==> config.mk <==
export PLATFORM = sky130hd
export DESIGN_NAME = chtd_ctrl
export DESIGN_NICKNAME = d
export VERILOG_FILES = /design/src/hw/rtl/chtd_pkg.sv /design/src/hw/rtl/chtd_ctrl.sv
export SDC_FILE = /design/constraint.sdc
export NUM_CORES = 1
export LEC_CHECK = 0
export CAP_MARGIN = 20
export CORE_UTILIZATION = 40
export CTS_CLUSTER_DIAMETER = 80
export DETAILED_ROUTE_END_ITERATION = 16
export DONT_BUFFER_PORTS = 1
export PLACE_DENSITY = 0.57
export SYNTH_ARGS = -nofsm -noshare
export SYNTH_HDL_FRONTEND = slang
export SYNTH_SLANG_ARGS = --single-unit
==> constraint.sdc <==
create_clock -name clk_i -period 4.5 [get_ports clk_i]
set_input_delay 0.45 -clock clk_i [delete_from_list [all_inputs] [get_ports clk_i]]
set_output_delay 0.45 -clock clk_i [all_outputs]
set_load 0.005 [all_outputs]
==> src/hw/rtl/chtd_pkg.sv <==
// chtd_pkg: shared types for the convex hull trick dp core
// holds the datapath command codes and the status bundle; no dependencies
package chtd_pkg;

  localparam int unsigned SLOPE_W = 32;
  localparam int unsigned ICPT_W  = 64;
  localparam int unsigned LINE_W  = SLOPE_W + ICPT_W;
  localparam int unsigned PROD_W  = 66;
  localparam int unsigned WIDE_W  = 100;

  typedef enum logic [5:0] {
    OP_NOP, OP_LOAD,
    OP_Q_INIT, OP_Q_RD0, OP_Q_RD1, OP_Q_CAP, OP_Q_MUL, OP_Q_STEP,
    OP_V_RD, OP_V_CAP, OP_V_M1, OP_V_A1, OP_V_ZERO, OP_V_M2, OP_V_A2, OP_EMIT,
    OP_F_INIT, OP_F_RD, OP_F_CMP,
    OP_S_INIT, OP_S_RD, OP_S_WR, OP_S_PUT,
    OP_DI_P, OP_DI_N, OP_DI_V,
    OP_D_RDA, OP_D_RDB, OP_D_RDC, OP_D_CAPC,
    OP_D_M1, OP_D_M2, OP_D_M3, OP_D_M4, OP_D_M5,
    OP_R_INIT, OP_R_RD, OP_R_WR, OP_R_DEC, OP_R_DECP
  } chtd_op_e;

  typedef struct packed {
    logic empty;
    logic full;
    logic lo_lt_hi;
    logic idx_lt_cnt;
    logic rd_le;
    logic k_gt_p;
    logic k1_lt_cnt;
    logic p1_lt_cnt;
    logic p_gt0;
    logic dom;
  } chtd_status_t;

endpackage

==> src/hw/rtl/chtd_ctrl.sv <==
// chtd_ctrl: sequencer for query, insert and prune of the line hull
// depends on chtd_pkg; issues one datapath command per cycle
module chtd_ctrl (
  input  logic                   clk_i,
  input  logic                   rst_ni,
  input  logic                   start_i,
  input  logic                   start_req_i,
  input  chtd_pkg::chtd_status_t status_i,
  output chtd_pkg::chtd_op_e     op_o,
  output logic                   busy_o
);

  localparam logic [5:0] ST_IDLE  = 6'd0,  ST_QINIT = 6'd1,  ST_QCHK  = 6'd2;
  localparam logic [5:0] ST_QRD0  = 6'd3,  ST_QRD1  = 6'd4,  ST_QCAP  = 6'd5;
  localparam logic [5:0] ST_QMUL  = 6'd6,  ST_QSTEP = 6'd7,  ST_VRD   = 6'd8;
  localparam logic [5:0] ST_VCAP  = 6'd9,  ST_VM1   = 6'd10, ST_VA1   = 6'd11;
  localparam logic [5:0] ST_VZERO = 6'd12, ST_VM2   = 6'd13, ST_VA2   = 6'd14;
  localparam logic [5:0] ST_EMIT  = 6'd15, ST_FINIT = 6'd16, ST_FCHK  = 6'd17;
  localparam logic [5:0] ST_FRD   = 6'd18, ST_FCMP  = 6'd19, ST_SINIT = 6'd20;
  localparam logic [5:0] ST_SCHK  = 6'd21, ST_SRD   = 6'd22, ST_SWR   = 6'd23;
  localparam logic [5:0] ST_SPUT  = 6'd24, ST_DSET  = 6'd25, ST_DRDA  = 6'd26;
  localparam logic [5:0] ST_DRDB  = 6'd27, ST_DRDC  = 6'd28, ST_DCAPC = 6'd29;
  localparam logic [5:0] ST_DM1   = 6'd30, ST_DM2   = 6'd31, ST_DM3   = 6'd32;
  localparam logic [5:0] ST_DM4   = 6'd33, ST_DM5   = 6'd34, ST_DEVAL = 6'd35;
  localparam logic [5:0] ST_PHCHK = 6'd36, ST_RINIT = 6'd37, ST_RCHK  = 6'd38;
  localparam logic [5:0] ST_RRD   = 6'd39, ST_RWR   = 6'd40, ST_RDEC  = 6'd41;

  localparam logic [1:0] PH_P = 2'd0, PH_N = 2'd1, PH_V = 2'd2;

  logic [5:0] state_q, state_d;
  logic [1:0] ph_q, ph_d;

  always_ff @(posedge clk_i or negedge rst_ni) begin
    if (!rst_ni) begin
      state_q <= ST_IDLE;
      ph_q    <= PH_P;
    end else begin
      state_q <= state_d;
      ph_q    <= ph_d;
    end
  end

  always_comb begin
    state_d = state_q;
    ph_d    = ph_q;
    op_o    = chtd_pkg::OP_NOP;
    case (state_q)
      ST_IDLE: begin
        if (start_i) begin
          op_o    = chtd_pkg::OP_LOAD;
          state_d = start_req_i ? ST_EMIT : ST_QINIT;
        end
      end
      ST_QINIT: begin
        op_o    = chtd_pkg::OP_Q_INIT;
        state_d = status_i.empty ? ST_VZERO : ST_QCHK;
      end
      ST_QCHK:  state_d = status_i.lo_lt_hi ? ST_QRD0 : ST_VRD;
      ST_QRD0: begin
        op_o    = chtd_pkg::OP_Q_RD0;
        state_d = ST_QRD1;
      end
      ST_QRD1: begin
        op_o    = chtd_pkg::OP_Q_RD1;
        state_d = ST_QCAP;
      end
      ST_QCAP: begin
        op_o    = chtd_pkg::OP_Q_CAP;
        state_d = ST_QMUL;
      end
      ST_QMUL: begin
        op_o    = chtd_pkg::OP_Q_MUL;
        state_d = ST_QSTEP;
      end
      ST_QSTEP: begin
        op_o    = chtd_pkg::OP_Q_STEP;
        state_d = ST_QCHK;
      end
      ST_VRD: begin
        op_o    = chtd_pkg::OP_V_RD;
        state_d = ST_VCAP;
      end
      ST_VCAP: begin
        op_o    = chtd_pkg::OP_V_CAP;
        state_d = ST_VM1;
      end
      ST_VM1: begin
        op_o    = chtd_pkg::OP_V_M1;
        state_d = ST_VA1;
      end
      ST_VA1: begin
        op_o    = chtd_pkg::OP_V_A1;
        state_d = ST_VM2;
      end
      ST_VZERO: begin
        op_o    = chtd_pkg::OP_V_ZERO;
        state_d = ST_VM2;
      end
      ST_VM2: begin
        op_o    = chtd_pkg::OP_V_M2;
        state_d = ST_VA2;
      end
      ST_VA2: begin
        op_o    = chtd_pkg::OP_V_A2;
        state_d = ST_EMIT;
      end
      ST_EMIT: begin
        op_o    = chtd_pkg::OP_EMIT;
        ph_d    = PH_P;
        state_d = status_i.full ? ST_IDLE : ST_FINIT;
      end
      ST_FINIT: begin
        op_o    = chtd_pkg::OP_F_INIT;
        state_d = ST_FCHK;
      end
      ST_FCHK:  state_d = status_i.idx_lt_cnt ? ST_FRD : ST_SINIT;
      ST_FRD: begin
        op_o    = chtd_pkg::OP_F_RD;
        state_d = ST_FCMP;
      end
      ST_FCMP: begin
        op_o    = chtd_pkg::OP_F_CMP;
        state_d = status_i.rd_le ? ST_FCHK : ST_SINIT;
      end
      ST_SINIT: begin
        op_o    = chtd_pkg::OP_S_INIT;
        state_d = ST_SCHK;
      end
      ST_SCHK:  state_d = status_i.k_gt_p ? ST_SRD : ST_SPUT;
      ST_SRD: begin
        op_o    = chtd_pkg::OP_S_RD;
        state_d = ST_SWR;
      end
      ST_SWR: begin
        op_o    = chtd_pkg::OP_S_WR;
        state_d = ST_SCHK;
      end
      ST_SPUT: begin
        op_o    = chtd_pkg::OP_S_PUT;
        state_d = ST_DSET;
      end
      ST_DSET: begin
        case (ph_q)
          PH_P:    op_o = chtd_pkg::OP_DI_P;
          PH_N:    op_o = chtd_pkg::OP_DI_N;
          default: op_o = chtd_pkg::OP_DI_V;
        endcase
        state_d = ST_DRDA;
      end
      ST_DRDA: begin
        op_o    = chtd_pkg::OP_D_RDA;
        state_d = ST_DRDB;
      end
      ST_DRDB: begin
        op_o    = chtd_pkg::OP_D_RDB;
        state_d = ST_DRDC;
      end
      ST_DRDC: begin
        op_o    = chtd_pkg::OP_D_RDC;
        state_d = ST_DCAPC;
      end
      ST_DCAPC: begin
        op_o    = chtd_pkg::OP_D_CAPC;
        state_d = ST_DM1;
      end
      ST_DM1: begin
        op_o    = chtd_pkg::OP_D_M1;
        state_d = ST_DM2;
      end
      ST_DM2: begin
        op_o    = chtd_pkg::OP_D_M2;
        state_d = ST_DM3;
      end
      ST_DM3: begin
        op_o    = chtd_pkg::OP_D_M3;
        state_d = ST_DM4;
      end
      ST_DM4: begin
        op_o    = chtd_pkg::OP_D_M4;
        state_d = ST_DM5;
      end
      ST_DM5: begin
        op_o    = chtd_pkg::OP_D_M5;
        state_d = ST_DEVAL;
      end
      ST_DEVAL: begin
        if (status_i.dom) begin
          state_d = ST_RINIT;
        end else begin
          case (ph_q)
            PH_P: begin
              ph_d    = PH_N;
              state_d = ST_PHCHK;
            end
            PH_N: begin
              ph_d    = PH_V;
              state_d = ST_PHCHK;
            end
            default: state_d = ST_IDLE;
          endcase
        end
      end
      ST_PHCHK: begin
        if (ph_q == PH_N) begin
          if (status_i.p1_lt_cnt) state_d = ST_DSET;
          else ph_d = PH_V;
        end else begin
          state_d = status_i.p_gt0 ? ST_DSET : ST_IDLE;
        end
      end
      ST_RINIT: begin
        op_o    = chtd_pkg::OP_R_INIT;
        state_d = ST_RCHK;
      end
      ST_RCHK:  state_d = status_i.k1_lt_cnt ? ST_RRD : ST_RDEC;
      ST_RRD: begin
        op_o    = chtd_pkg::OP_R_RD;
        state_d = ST_RWR;
      end
      ST_RWR: begin
        op_o    = chtd_pkg::OP_R_WR;
        state_d = ST_RCHK;
      end
      ST_RDEC: begin
        op_o    = (ph_q == PH_V) ? chtd_pkg::OP_R_DECP : chtd_pkg::OP_R_DEC;
        state_d = (ph_q == PH_P) ? ST_IDLE : ST_PHCHK;
      end
      default: state_d = ST_IDLE;
    endcase
  end

  assign busy_o = (state_q != ST_IDLE);

endmodule

==> key figures <==
Status
  • Status: complete, no violations

Finish
  • Antenna Cells: 0
  • Fill count: 397
  • Nets@finish: 214
  • Register cell area after layout: 200 um^2
  • Layout cells sized above 1: 10.6%
  • Multi-input combinational cell area: about 1200 um^2
  • P&R area growth vs syn: -2.38%
  • Final Non-Filler Cells: 246

Clocking
  • H-tree depth: 1
  • Clock transition at path regs: 0.04 ns
  • Max clock buf depth: 2
  • CTS tree: yes
  • Num CTS Buffers: 3
  • Post-CTS Setup Inserts: 0
  • Worst skew pair latency: 0.23 ns
  • Clock sink count: 8
  • Root buffer cell: clkbuf_8

Placed design
  • Placer Congestion: between 0.8 and 0.9
  • Port bufs: 0
  • Pre-CTS setup slack: 1.94 ns
  • HPWL after DPL: 3.05 mm
  • Placed cells: approximately 240

Worst setup path
  • Critical path peak fanout: 28
  • CP Launch Type: flip-flop
  • CP Data Arrival Time: 2.37 ns
  • Crit path kind: reg -> out
  • Required time of the critical path: 4.05 ns
  • Crit-path slowest cell: dfrtp_1
  • CP top delay family: flip-flops
  • CP Cell Sequence: nand2b_1 -> nor3_1 -> a32o_1 -> a221oi_2 -> o21ai_1
  • CP peak stage delay: about 0.96 ns
  • CP bufs+invs: 0
  • Critical path capture point type: output pin

Power and ir drop
  • Total power: ~1.1 mW
  • Seq pwr share: 16.6%
  • Internal: 0.521 mW
  • VDD IR-drop max: 0.000240 V
  • Pwr Density: 738 nW/um^2
  • Combinational power share: around three quarters
  • Leak Pwr: between 0.5 and 0.6 nW
  • Switching Share: 54.0%
  • Net Switching: 0.612 mW
  • Clock power share: between 7 and 8%

Timing
  • Final Hold Fails: 0
  • Final-report setup violation count: 0
  • Max Fclk: approximately 0.35 GHz
  • Max-slew headroom: 36.6%
  • Slew Limit Fails: 0
  • Setup TNS: 0 ns
  • Tcrit/Tclk final: 62.6%
  • Hold slack: just over 0.4 ns
  • Clock skew: 0.00435 ns
  • RSZ-0062 raised after global routing: false
  • Measured slew at the worst slew-check pin: 0.951 ns
  • Fin crit period: 2.82 ns
  • Final Worst Setup Slack: 1.68 ns

Floorplan
  • Num ports: 21
  • FP Rows: 22
  • Die area: approximately 4200 um^2
  • Core ar.: 3720 um^2
  • Chip Width: 64.7 um
  • Initial core utilization: around 42%
  • Die height: 64.7 um

Route
  • Remaining antenna violation count after routing: 0
  • Drt wl/cell: 17.9 um
  • DR pass1 iterations: 5
  • Post-Route WL: 4.40 mm
  • DR iter-0 viols: 115
  • Via Count: around 1600
  • Via-per-instance ratio: 6.43
  • Number of remaining DRC errors: 0

Worst hold path
  • Worst hold path class: in -> reg

Synthesis
  • Synth top area cells: dfrtp_1 13%, buf_6 7.9%, nor2_1 5.2%
  • Post-synth top cells: 22 x nor2_1, 14 x nand2_1, 12 x nor2b_1, 11 x buf_6
  • Cell count after synthesis: 214
  • Post-synth top area share: between 10 and 15%
  • Netlist Area Pre-Place: approximately 1600 um^2
  • Count leader, synth: nor2_1
  • Ys async rst share: 100%
  • Number of synthesized register bits: 8
  • Distinct cells, synth: 62
  • EDFF count, synth: 0
  • Mapped Avg Cell Area: 7.36 um^2
  • Net count after synthesis: 228
  • Dominant cell type by area after synthesis: dfrtp_1
  • Syn. warnings: 0
  • Sequential cell area fraction in the yosys report: 12.7%
  • Ys flop type: dfrtp_1

Global route
  • Largest net degree at the start of global routing: 38
  • Initial antenna violation count: 0
  • Grt met3 use: approximately 1.9%
  • Vias in the first global route: 1325
  • Met2 Usage GRT: 33.2%
  • Gr ovfl total: 0
  • Gr usage total: 21.8%
  • Layer with the highest usage: met2
  • Grt met1 use: 31.7%
  • First-pass GRT wire length: 7.13 mm

Flow run
  • Max-cap violations: 0
[layout make-up]
type	instances	area share, %
Sequential cell	8	13.0
Multi-Input combinational cell	177	75.0
Tap cell	48	3.91
Inverter	4	0.977
Clock buffer	3	2.69
Timing Repair Buffer	6	4.40
[cells in the final DEF, fill, tap and decap left out, types with 4 or more instances in the layout]
| master | Yosys | layout |
|---|---|---|
| o21ai_1 | 4 | 4 |
| nand4_1 | 4 | 4 |
| a31oi_1 | 5 | 5 |
| nand2b_1 | 8 | 8 |
| buf_4 | 5 | 4 |
| a22oi_1 | 4 | 4 |
| dfrtp_1 | 8 | 8 |
| o21ai_0 | 9 | 9 |
| nor2b_1 | 12 | 12 |
| o22ai_1 | 5 | 5 |
| inv_1 | 4 | 4 |
| nor2_1 | 22 | 22 |
| nor3_1 | 9 | 9 |
| nand3_1 | 7 | 7 |
| nand2_1 | 14 | 14 |
| a21oi_1 | 9 | 9 |
[stage by stage]
step	utilization (%)	instance area (um^2)
finish	41.3	1540
global route	41.3	1540
CTS	40.6	1510
detailed placement	39.2	1460
global placement	39.2	1460
floorplan	-	1570
[state kept, by name (all words and copies together) (netlist names)]
register and cells:
ph_q 2, state_q 6
[worst reg2reg max path, delay by kind of cell (launching register included)]
family	cells	cell delay, ns
simple gates	1	0.25
buf+inv	1	0.32
flops	1	0.96
compound gates	3	0.86
[final timing paths]
| path | startpoint | to | slack [ns] | cells past startpoint |
|---|---|---|---|---|
| max | state_q[5] | op_o[1] | 1.68 | 5 |
| max in group asynchronous | rst_ni | state_q[5] | 3.66 | 1 |
| min reg2reg | ph_q[0] | ph_q[0] | 0.59 | 1 |
| min in group asynchronous | rst_ni | ph_q[1] | 0.57 | 1 |
| min | status_i[0] | ph_q[0] | 0.41 | 2 |
| max reg2reg | state_q[5] | state_q[1] | 1.96 | 5 |
[per-layer routing]
layer | vias up | share of wire, %
li1 | 758 | -
met1 | 754 | 45
met2 | 62 | 48
met3 | 7 | 5.5
met4 | 0 | 1.7
met5 | - | 0
[logic make-up (layout without fill, tap and decap cells)]
group | count (synthesis) | count (layout) | share of synthesized area (%)
simple gates | 100 | 100 | 36.8
fa+ha+maj | 1 | 1 | 0.636
compound gates | 70 | 70 | 32.3
buf+inv | 29 | 13 | 14.1
mux | 2 | 2 | 1.27
flops | 8 | 8 | 12.7
xor+xnor | 4 | 4 | 2.23
[power groups by stage]
stage | Sequential [mW] | Clock [mW] | Combinational, mW
final | 0.189 | 0.0886 | 0.857
after CTS | 0.223 | 0.0919 | 0.781
after global routing | 0.197 | 0.0935 | 0.942
after global placement | 0.223 | 0 | 0.789
after detailed placement | 0.223 | 0 | 0.778
after floorplan | 0.128 | 0 | 0.810
[timing repair]
item,in CTS,in global routing
hold buffers,1,0
hold endpoints to repair,8,0
gates resized for setup,0,0
endpoints found under the setup margin,0,0
No activity file was read; power rests on OpenSTA's default activity.
